--- src/rtl/core/lps_pkg.sv ---
package lps_pkg;

	localparam int SAMPLE_W     = 16;
	localparam int IDX_W        = 32;
	localparam int SCALE_W      = 16;
	localparam int TIME_W       = 48;
	localparam int CFG_W        = 32;
	localparam int CHANNELS_DEF = 16;

	// configuration register indexes
	typedef enum logic [2:0] {
		REG_LEVEL_CARE  = 3'd0,
		REG_LEVEL_VALUE = 3'd1,
		REG_EDGE_RISE   = 3'd2,
		REG_EDGE_FALL   = 3'd3,
		REG_RANGE_START = 3'd4,
		REG_RANGE_END   = 3'd5,
		REG_TIME_SCALE  = 3'd6
	} cfg_reg_t;

	typedef struct packed {
		logic [SAMPLE_W-1:0] level_care;
		logic [SAMPLE_W-1:0] level_value;
		logic [SAMPLE_W-1:0] edge_rise;
		logic [SAMPLE_W-1:0] edge_fall;
		logic [IDX_W-1:0]    range_start;
		logic [IDX_W-1:0]    range_end;
	} lps_cfg_t;

	// one pending match, still in sample indices
	typedef struct packed {
		logic [IDX_W-1:0] first_idx;
		logic [IDX_W:0]   last_idx;   // at most range_end when the final sample closes a run
		logic             dec;        // subtract one time unit from the scaled end
	} lps_res_t;

endpackage

--- src/rtl/core/lps_match.sv ---
module lps_match
	import lps_pkg::*;
#(
	parameter int CHANNELS = CHANNELS_DEF
) (
	input  logic                clk,
	input  logic                arst_n,
	input  lps_cfg_t            cfg,
	input  logic                sample_valid,
	output logic                sample_ready,
	input  logic [SAMPLE_W-1:0] sample_bits,
	input  logic                final_sample,
	output logic                valid_s1,
	output lps_res_t            res_s1,
	input  logic                ready_s1
);

	localparam int ACT = (CHANNELS < SAMPLE_W) ? CHANNELS : SAMPLE_W;

	logic [ACT-1:0]   prev_q;
	logic [IDX_W-1:0] count_q;
	logic             run_open_q;
	logic [IDX_W-1:0] run_begin_q;

	logic [ACT-1:0] cur, rise, fall, edges, lev, ok;
	logic           edge_mode, level_ok, edge_hit, lvl_match, take, hit;
	lps_res_t       res;

	assign cur   = sample_bits[ACT-1:0];
	assign rise  = cfg.edge_rise[ACT-1:0];
	assign fall  = cfg.edge_fall[ACT-1:0];
	assign edges = rise | fall;
	assign lev   = cfg.level_care[ACT-1:0] & ~edges;

	assign edge_mode = |edges;
	assign level_ok  = ((cur ^ cfg.level_value[ACT-1:0]) & lev) == '0;

	// per channel: both bits = any change, else the chosen direction
	assign ok = (rise & fall & (prev_q ^ cur))
		| (rise & ~fall & ~prev_q & cur)
		| (fall & ~rise & prev_q & ~cur);

	assign edge_hit = (ok == edges) && level_ok
		&& (count_q > cfg.range_start) && (count_q <= cfg.range_end);

	assign lvl_match = (|lev) && level_ok
		&& (count_q >= cfg.range_start) && (count_q < cfg.range_end);

	always_comb begin
		res.first_idx = count_q;
		res.last_idx  = {1'b0, count_q};
		res.dec       = 1'b0;
		hit           = 1'b0;
		if (edge_mode) begin
			hit = edge_hit;
		end else if (lvl_match) begin
			if (run_open_q) begin
				res.first_idx = run_begin_q;
			end
			res.last_idx = {1'b0, count_q} + {{IDX_W{1'b0}}, 1'b1};
			res.dec      = 1'b1;
			hit          = final_sample;
		end else begin
			res.first_idx = run_begin_q;
			res.dec       = 1'b1;
			hit           = run_open_q;
		end
	end

	assign sample_ready = !valid_s1 || ready_s1;
	assign take         = sample_valid && sample_ready;

	always_ff @(posedge clk or negedge arst_n) begin
		if (!arst_n) begin
			prev_q      <= '0;
			count_q     <= '0;
			run_open_q  <= 1'b0;
			run_begin_q <= '0;
			valid_s1    <= 1'b0;
		end else begin
			if (take) begin
				valid_s1 <= hit;
				if (final_sample) begin
					prev_q     <= '0;
					count_q    <= '0;
					run_open_q <= 1'b0;
				end else begin
					prev_q  <= cur;
					count_q <= count_q + {{(IDX_W-1){1'b0}}, 1'b1};
					if (edge_mode) begin
						run_open_q <= 1'b0;
					end else if (lvl_match) begin
						run_open_q <= 1'b1;
					end else begin
						run_open_q <= 1'b0;
					end
				end
				if (!edge_mode && lvl_match && !run_open_q) begin
					run_begin_q <= count_q;
				end
			end else if (ready_s1) begin
				valid_s1 <= 1'b0;
			end
		end
	end

	always_ff @(posedge clk) begin
		if (take) begin
			res_s1 <= res;
		end
	end

endmodule

--- src/rtl/core/lps_scale.sv ---
module lps_scale
	import lps_pkg::*;
(
	input  logic               clk,
	input  logic               arst_n,
	input  logic [SCALE_W-1:0] scale,
	input  logic               valid_s1,
	input  lps_res_t           res_s1,
	output logic               ready_s1,
	output logic               result_valid,
	input  logic               result_ready,
	output logic [TIME_W-1:0]  first_time,
	output logic [TIME_W-1:0]  last_time
);

	logic [TIME_W-1:0]  first_prod;
	logic [TIME_W:0]    last_prod;
	logic [TIME_W-1:0]  last_calc;

	assign first_prod = TIME_W'(res_s1.first_idx) * TIME_W'(scale);
	assign last_prod  = (TIME_W+1)'(res_s1.last_idx) * (TIME_W+1)'(scale);
	assign last_calc  = last_prod[TIME_W-1:0] - {{(TIME_W-1){1'b0}}, res_s1.dec};

	assign ready_s1 = !result_valid || result_ready;

	always_ff @(posedge clk or negedge arst_n) begin
		if (!arst_n) begin
			result_valid <= 1'b0;
		end else if (ready_s1) begin
			result_valid <= valid_s1;
		end
	end

	always_ff @(posedge clk) begin
		if (ready_s1 && valid_s1) begin
			first_time <= first_prod;
			last_time  <= last_calc;
		end
	end

endmodule

--- src/rtl/core/logic_pattern_search.sv ---
// Pattern and edge trigger over a stream of logic-analyzer samples. Each request
// on the sample channel is one captured sample (bit i = channel i); samples are
// numbered from 0 and the count restarts after a request marked final_sample.
// With no edge channels configured the block reports each maximal run of samples
// whose cared channels hold their levels, inside range_start <= i < range_end;
// otherwise it reports each sample where every edge channel makes its selected
// transition and the level channels match, inside range_start < i <= range_end.
// Times are sample index times time_scale (0 acts as 1), modulo 2^48. The block
// takes one sample per clock while sample_ready is high; the result of the sample
// that closes a match passes the match/state stage, then the scaling multiplier
// stage that feeds the output register. Configuration writes belong to idle time.
module logic_pattern_search
	import lps_pkg::*;
#(
	parameter int CHANNELS = CHANNELS_DEF
) (
	input  logic                clk,
	input  logic                arst_n,
	// configuration write port
	input  logic                wr_en,
	input  logic [2:0]          wr_index,
	input  logic [CFG_W-1:0]    wr_data,
	// sample requests
	input  logic                sample_valid,
	output logic                sample_ready,
	input  logic [SAMPLE_W-1:0] sample_bits,
	input  logic                final_sample,
	// match results
	output logic                result_valid,
	input  logic                result_ready,
	output logic [TIME_W-1:0]   first_time,
	output logic [TIME_W-1:0]   last_time
);

	localparam int ACT = (CHANNELS < SAMPLE_W) ? CHANNELS : SAMPLE_W;

	lps_cfg_t           cfg_q;
	logic [SCALE_W-1:0] time_scale_q;
	logic [SCALE_W-1:0] scale;
	logic               valid_s1, ready_s1;
	lps_res_t           res_s1;
	logic               edge_mode;

	// register file; indexes past the list are ignored
	always_ff @(posedge clk or negedge arst_n) begin
		if (!arst_n) begin
			cfg_q.level_care  <= '0;
			cfg_q.level_value <= '0;
			cfg_q.edge_rise   <= '0;
			cfg_q.edge_fall   <= '0;
			cfg_q.range_start <= '0;
			cfg_q.range_end   <= '1;
			time_scale_q      <= {{(SCALE_W-1){1'b0}}, 1'b1};
		end else if (wr_en) begin
			unique case (wr_index)
				REG_LEVEL_CARE:  cfg_q.level_care  <= wr_data[SAMPLE_W-1:0];
				REG_LEVEL_VALUE: cfg_q.level_value <= wr_data[SAMPLE_W-1:0];
				REG_EDGE_RISE:   cfg_q.edge_rise   <= wr_data[SAMPLE_W-1:0];
				REG_EDGE_FALL:   cfg_q.edge_fall   <= wr_data[SAMPLE_W-1:0];
				REG_RANGE_START: cfg_q.range_start <= wr_data[IDX_W-1:0];
				REG_RANGE_END:   cfg_q.range_end   <= wr_data[IDX_W-1:0];
				REG_TIME_SCALE:  time_scale_q      <= wr_data[SCALE_W-1:0];
				default: ;
			endcase
		end
	end

	// a zero scale behaves as one
	assign scale = (time_scale_q == '0) ? {{(SCALE_W-1){1'b0}}, 1'b1} : time_scale_q;

	// edge mode as seen on the examined channels
	assign edge_mode = |(cfg_q.edge_rise[ACT-1:0] | cfg_q.edge_fall[ACT-1:0]);

	// stage 1: run/edge detection and sample state
	lps_match #(
		.CHANNELS(CHANNELS)
	) u_match (
		.clk          (clk),
		.arst_n       (arst_n),
		.cfg          (cfg_q),
		.sample_valid (sample_valid),
		.sample_ready (sample_ready),
		.sample_bits  (sample_bits),
		.final_sample (final_sample),
		.valid_s1     (valid_s1),
		.res_s1       (res_s1),
		.ready_s1     (ready_s1)
	);

	// stage 2: index to time, into the output register
	lps_scale u_scale (
		.clk          (clk),
		.arst_n       (arst_n),
		.scale        (scale),
		.valid_s1     (valid_s1),
		.res_s1       (res_s1),
		.ready_s1     (ready_s1),
		.result_valid (result_valid),
		.result_ready (result_ready),
		.first_time   (first_time),
		.last_time    (last_time)
	);

	// input only stalls when both stages are full and the output is blocked
	a_stall_cause: assert property (@(posedge clk) disable iff (!arst_n)
		!sample_ready |-> (valid_s1 && result_valid && !result_ready))
		else $error("sample channel stalled without a blocked result");

	// edge results are single points
	a_edge_point: assert property (@(posedge clk) disable iff (!arst_n)
		(result_valid && edge_mode) |-> (first_time == last_time))
		else $error("edge result with differing first and last time");

	// a pending stage 1 result moves on whenever the output register frees
	a_s1_drain: assert property (@(posedge clk) disable iff (!arst_n)
		(valid_s1 && ready_s1) |=> result_valid)
		else $error("stage 1 result lost on its way to the output");

endmodule

--- config.mk ---
export PLATFORM = sky130hd
export DESIGN_NAME = logic_pattern_search
export DESIGN_NICKNAME = d
export VERILOG_FILES = /design/src/rtl/core/lps_pkg.sv /design/src/rtl/core/lps_match.sv /design/src/rtl/core/lps_scale.sv /design/src/rtl/core/logic_pattern_search.sv
export SDC_FILE = /design/constraint.sdc
export NUM_CORES = 2
export LEC_CHECK = 0
export ABC_AREA = 1
export BUFFER_PORTS_ARGS = -buffer_cell sky130_fd_sc_hd__buf_2
export CORE_MARGIN = 4
export CORE_UTILIZATION = 35
export DETAILED_ROUTE_END_ITERATION = 8
export GPL_ROUTABILITY_DRIVEN = 0
export GPL_TIMING_DRIVEN = 0
export PLACE_DENSITY = 0.6
export SYNTH_ARGS = -nofsm -noshare
export SYNTH_HDL_FRONTEND = slang
export SYNTH_SLANG_ARGS = --single-unit
--- constraint.sdc ---
create_clock -name clk -period 7.75 [get_ports clk]
set_clock_uncertainty 0.1 [all_clocks]
set_input_delay 0.3875 -clock clk [delete_from_list [all_inputs] [get_ports clk]]
set_output_delay 0.3875 -clock clk [all_outputs]
set_load 0.005 [all_outputs]
==> impl_metrics.ini <==
[die]
die_area_mm2 = 0.155
core_area_mm2 = 0.148
ios = 155
start_util_pct = 35.2
dieHeight_um = 393
rows = 141
die_w_um = 393

[finish]
drive_above_1_share_pct = 4.85
final_cell_area_mm2 = 0.0574
area_growth_pct = 10.5
instances_no_fill = 8576
fin_nets = 7848
layout_commonest_cell = inv_1
final_cell_mix = 1695 x inv_1, 1630 x nand2_1, 863 x fa_1

[clock_tree]
clk_pin_slew_ps = 60
clock_latency_ps = 670
cts_buffers = 48
cts_buffer_depth = 3
cts.sinks = 389
cts_tree = built
ctsHtreeMaxLevel = 2
cts_root_buffer = clkbuf_16

[synth]
ys_types = 48
yosys_warnings = 0
synth-seq-cells = 389
netlist_area_mm2 = 0.0519
async_reset_ff_share_pct = 58.4
synth_area_per_cell_um2 = 8.17
synth_edf_count = 162
ys.flop_type = dfrtp_1
syn-instance-count = 6357
synth_fp_nets = 7601
ys_seq_area_share_pct = 20.4

[global_routing]
grtUsageTotal_pct = 22.2
grt-ovfl-total = 0
grt_max_degree = 120
grt_pass1_wl_um = 258000
grt_antenna_before_repair = 5
grt_pass1_vias = 43293

[place]
placed_area_mm2 = 0.0553
io_buffers = 154
hpwl_um = 137000
dp.cells = 8447

[sta]
timing.final.crit_share_pct = 97.8
timing.fmax_mhz = 132
tns_ps = 0
finalSetupViolCount = 0
finalHoldViolCount = 0
maxSlewHeadroom_pct = 3.70
worstMarginPinSlew_ps = 1440
post-route-min-period_ps = 7580
finalMaxSlewViolations = 0
rsz0062_at_grt = yes

[routing]
first_pass_iters = 6
route.detailed.drc = 0
num_vias = 42539
viasPerCell = 4.96
drt-total-wl_um = 170000
ant_nets = 0
wl_per_cell_um = 19.8
drt_iter0_markers = 3875

[flow_run]
cap_violations = 0

[setup_path]
worstSetupStartpointType = flip-flop
crit_path_end_kind = flip-flop
worstSetupPathType = flip-flop to flip-flop
crit_arrival_ps = 7890
critPathRequiredTime_ps = 8060
path_max_fanout = 10

[worst_hold_path]
hp-class = input port to flip-flop

[outcome]
status = finished clean
[metal layers]
layer | part of all wire [%] | GRT usage, % | vias up
met2 | 46 | 36.0 | 1809
met3 | 9.8 | 5.24 | 392
met4 | 5.3 | 9.93 | 2
met5 | 0.0077 | 0 | -
li1 | - | - | 19141
met1 | 39 | 28.2 | 21195
[critical path, cell delays in order, from the launching register on]
cell and delay [ps]:
dfrtp_1 380, clkbuf_1 550, clkbuf_1 810, nand2_1 110
inv_1 110, fa_1 410, inv_1 90, fa_1 440
fa_1 510, inv_1 60, fa_1 490, fa_1 490
inv_1 50, fa_1 520, inv_1 60, ha_1 410
nand2_1 130, nor2_1 200, inv_1 130, nor4_1 720
nand2_1 100, nand4_1 200, a21oi_1 110, xnor2_1 150
[cell type report]
class                      instances  area, µm²
multi-input combinational       3968      33800
clock inverter                    21        274
buffer                           299       1220
inverter                        1701       6380
timing repair buffer             197       1290
antenna                            2       5.00
sequential                       389      10600
clock buffer                      69       1380
tap                             1930       2410
fill                           15015      90300
[synthesized netlist by cell type (2+ instances only)]
library cell / n / share of area, %
a21boi_0: 5 / 0.072
a21o_1: 17 / 0.25
a21oi_1: 157 / 1.5
a31oi_1: 22 / 0.27
and3_1: 7 / 0.084
buf_1: 30 / 0.22
buf_2: 8 / 0.077
buf_4: 3 / 0.043
buf_6: 4 / 0.087
clkbuf_1: 254 / 1.8
clkinv_1: 2 / 0.014
dfrtp_1: 194 / 9.3
dfstp_2: 33 / 1.7
edfxtp_1: 162 / 9.4
fa_1: 863 / 33
ha_1: 324 / 7.8
inv_1: 1695 / 12
inv_2: 4 / 0.029
nand2_1: 1630 / 12
nand2_2: 2 / 0.024
nand3_1: 86 / 0.83
nand3b_1: 4 / 0.058
nand4_1: 31 / 0.37
nor2_1: 231 / 1.7
nor2_2: 4 / 0.048
nor3_1: 24 / 0.23
nor4_1: 17 / 0.20
o211ai_1: 5 / 0.072
o21a_1: 13 / 0.19
o21ai_0: 247 / 2.4
o21ai_1: 72 / 0.69
o21bai_1: 11 / 0.16
o221ai_1: 4 / 0.067
o22ai_1: 54 / 0.65
xnor2_1: 42 / 0.71
xor2_1: 84 / 1.4
[per-stage QoR]
stage,hold WS (ps),setup slack [ps],util [%]
floorplan,-8.09,1770,-
global placement,357,-2080,37.3
detailed placement,374,-343,37.4
CTS,27.8,8.32,38.8
global route,130,-34.2,38.8
finish,69.9,173,38.8
[sequential cells by signal, summed over array words and instances, names as in the netlist]
register,count
cfg_q,128
time_scale_q,16
u_match.count_q,32
u_match.prev_q,16
u_match.res_s1,66
u_match.run_begin_q,32
u_match.run_open_q,1
u_match.valid_s1,1
u_scale.first_time,48
u_scale.last_time,48
u_scale.result_valid,1
[repair_timing]
| action | CTS | global route |
|---|---|---|
| buffers inserted | 0 | 0 |
| endpoints found under the hold margin | 145 | 0 |
| hold buffers | 37 | 0 |
| setup endpoints to repair | 15 | 30 |
| gates resized for setup | 9 | 39 |
[cells by family (layout without fill, tap and decap cells)]
group,Yosys count,in the layout,synth area share [%]
other,0,2,0
XOR/XNOR,126,126,2.13
AND/OR/NAND/NOR,2042,2042,15.4
adder cells (fa/ha/maj),1187,1187,41.1
buffers and inverters,2000,2287,14.6
flip-flops,389,389,20.4
AO/OA/AOI/OAI,613,613,6.42
[worst paths after layout]
check / from / end / slack [ps] / depth (start not counted)
setup / recovery: time_scale_q[5]$_DFFE_PN0P_ / u_scale.first_time[37]$_DFFE_PP_ / 170 / 23
hold / removal: wr_index[0] / cfg_q[79]$_DFFE_PN0P_ / 70 / 4
setup reg to reg: time_scale_q[5]$_DFFE_PN0P_ / u_scale.first_time[37]$_DFFE_PP_ / 170 / 23
hold reg to reg: cfg_q[55]$_DFFE_PN0P_ / cfg_q[55]$_DFFE_PN0P_ / 380 / 2
max in group asynchronous: arst_n / u_match.prev_q[11]$_DFFE_PN0P_ / 6170 / 3
min in group asynchronous: arst_n / cfg_q[59]$_DFFE_PN0P_ / 260 / 2
Power is left out: the tool's default activity adds up to more than one toggle a clock period on the data nets, which glitch-free logic cannot reach.
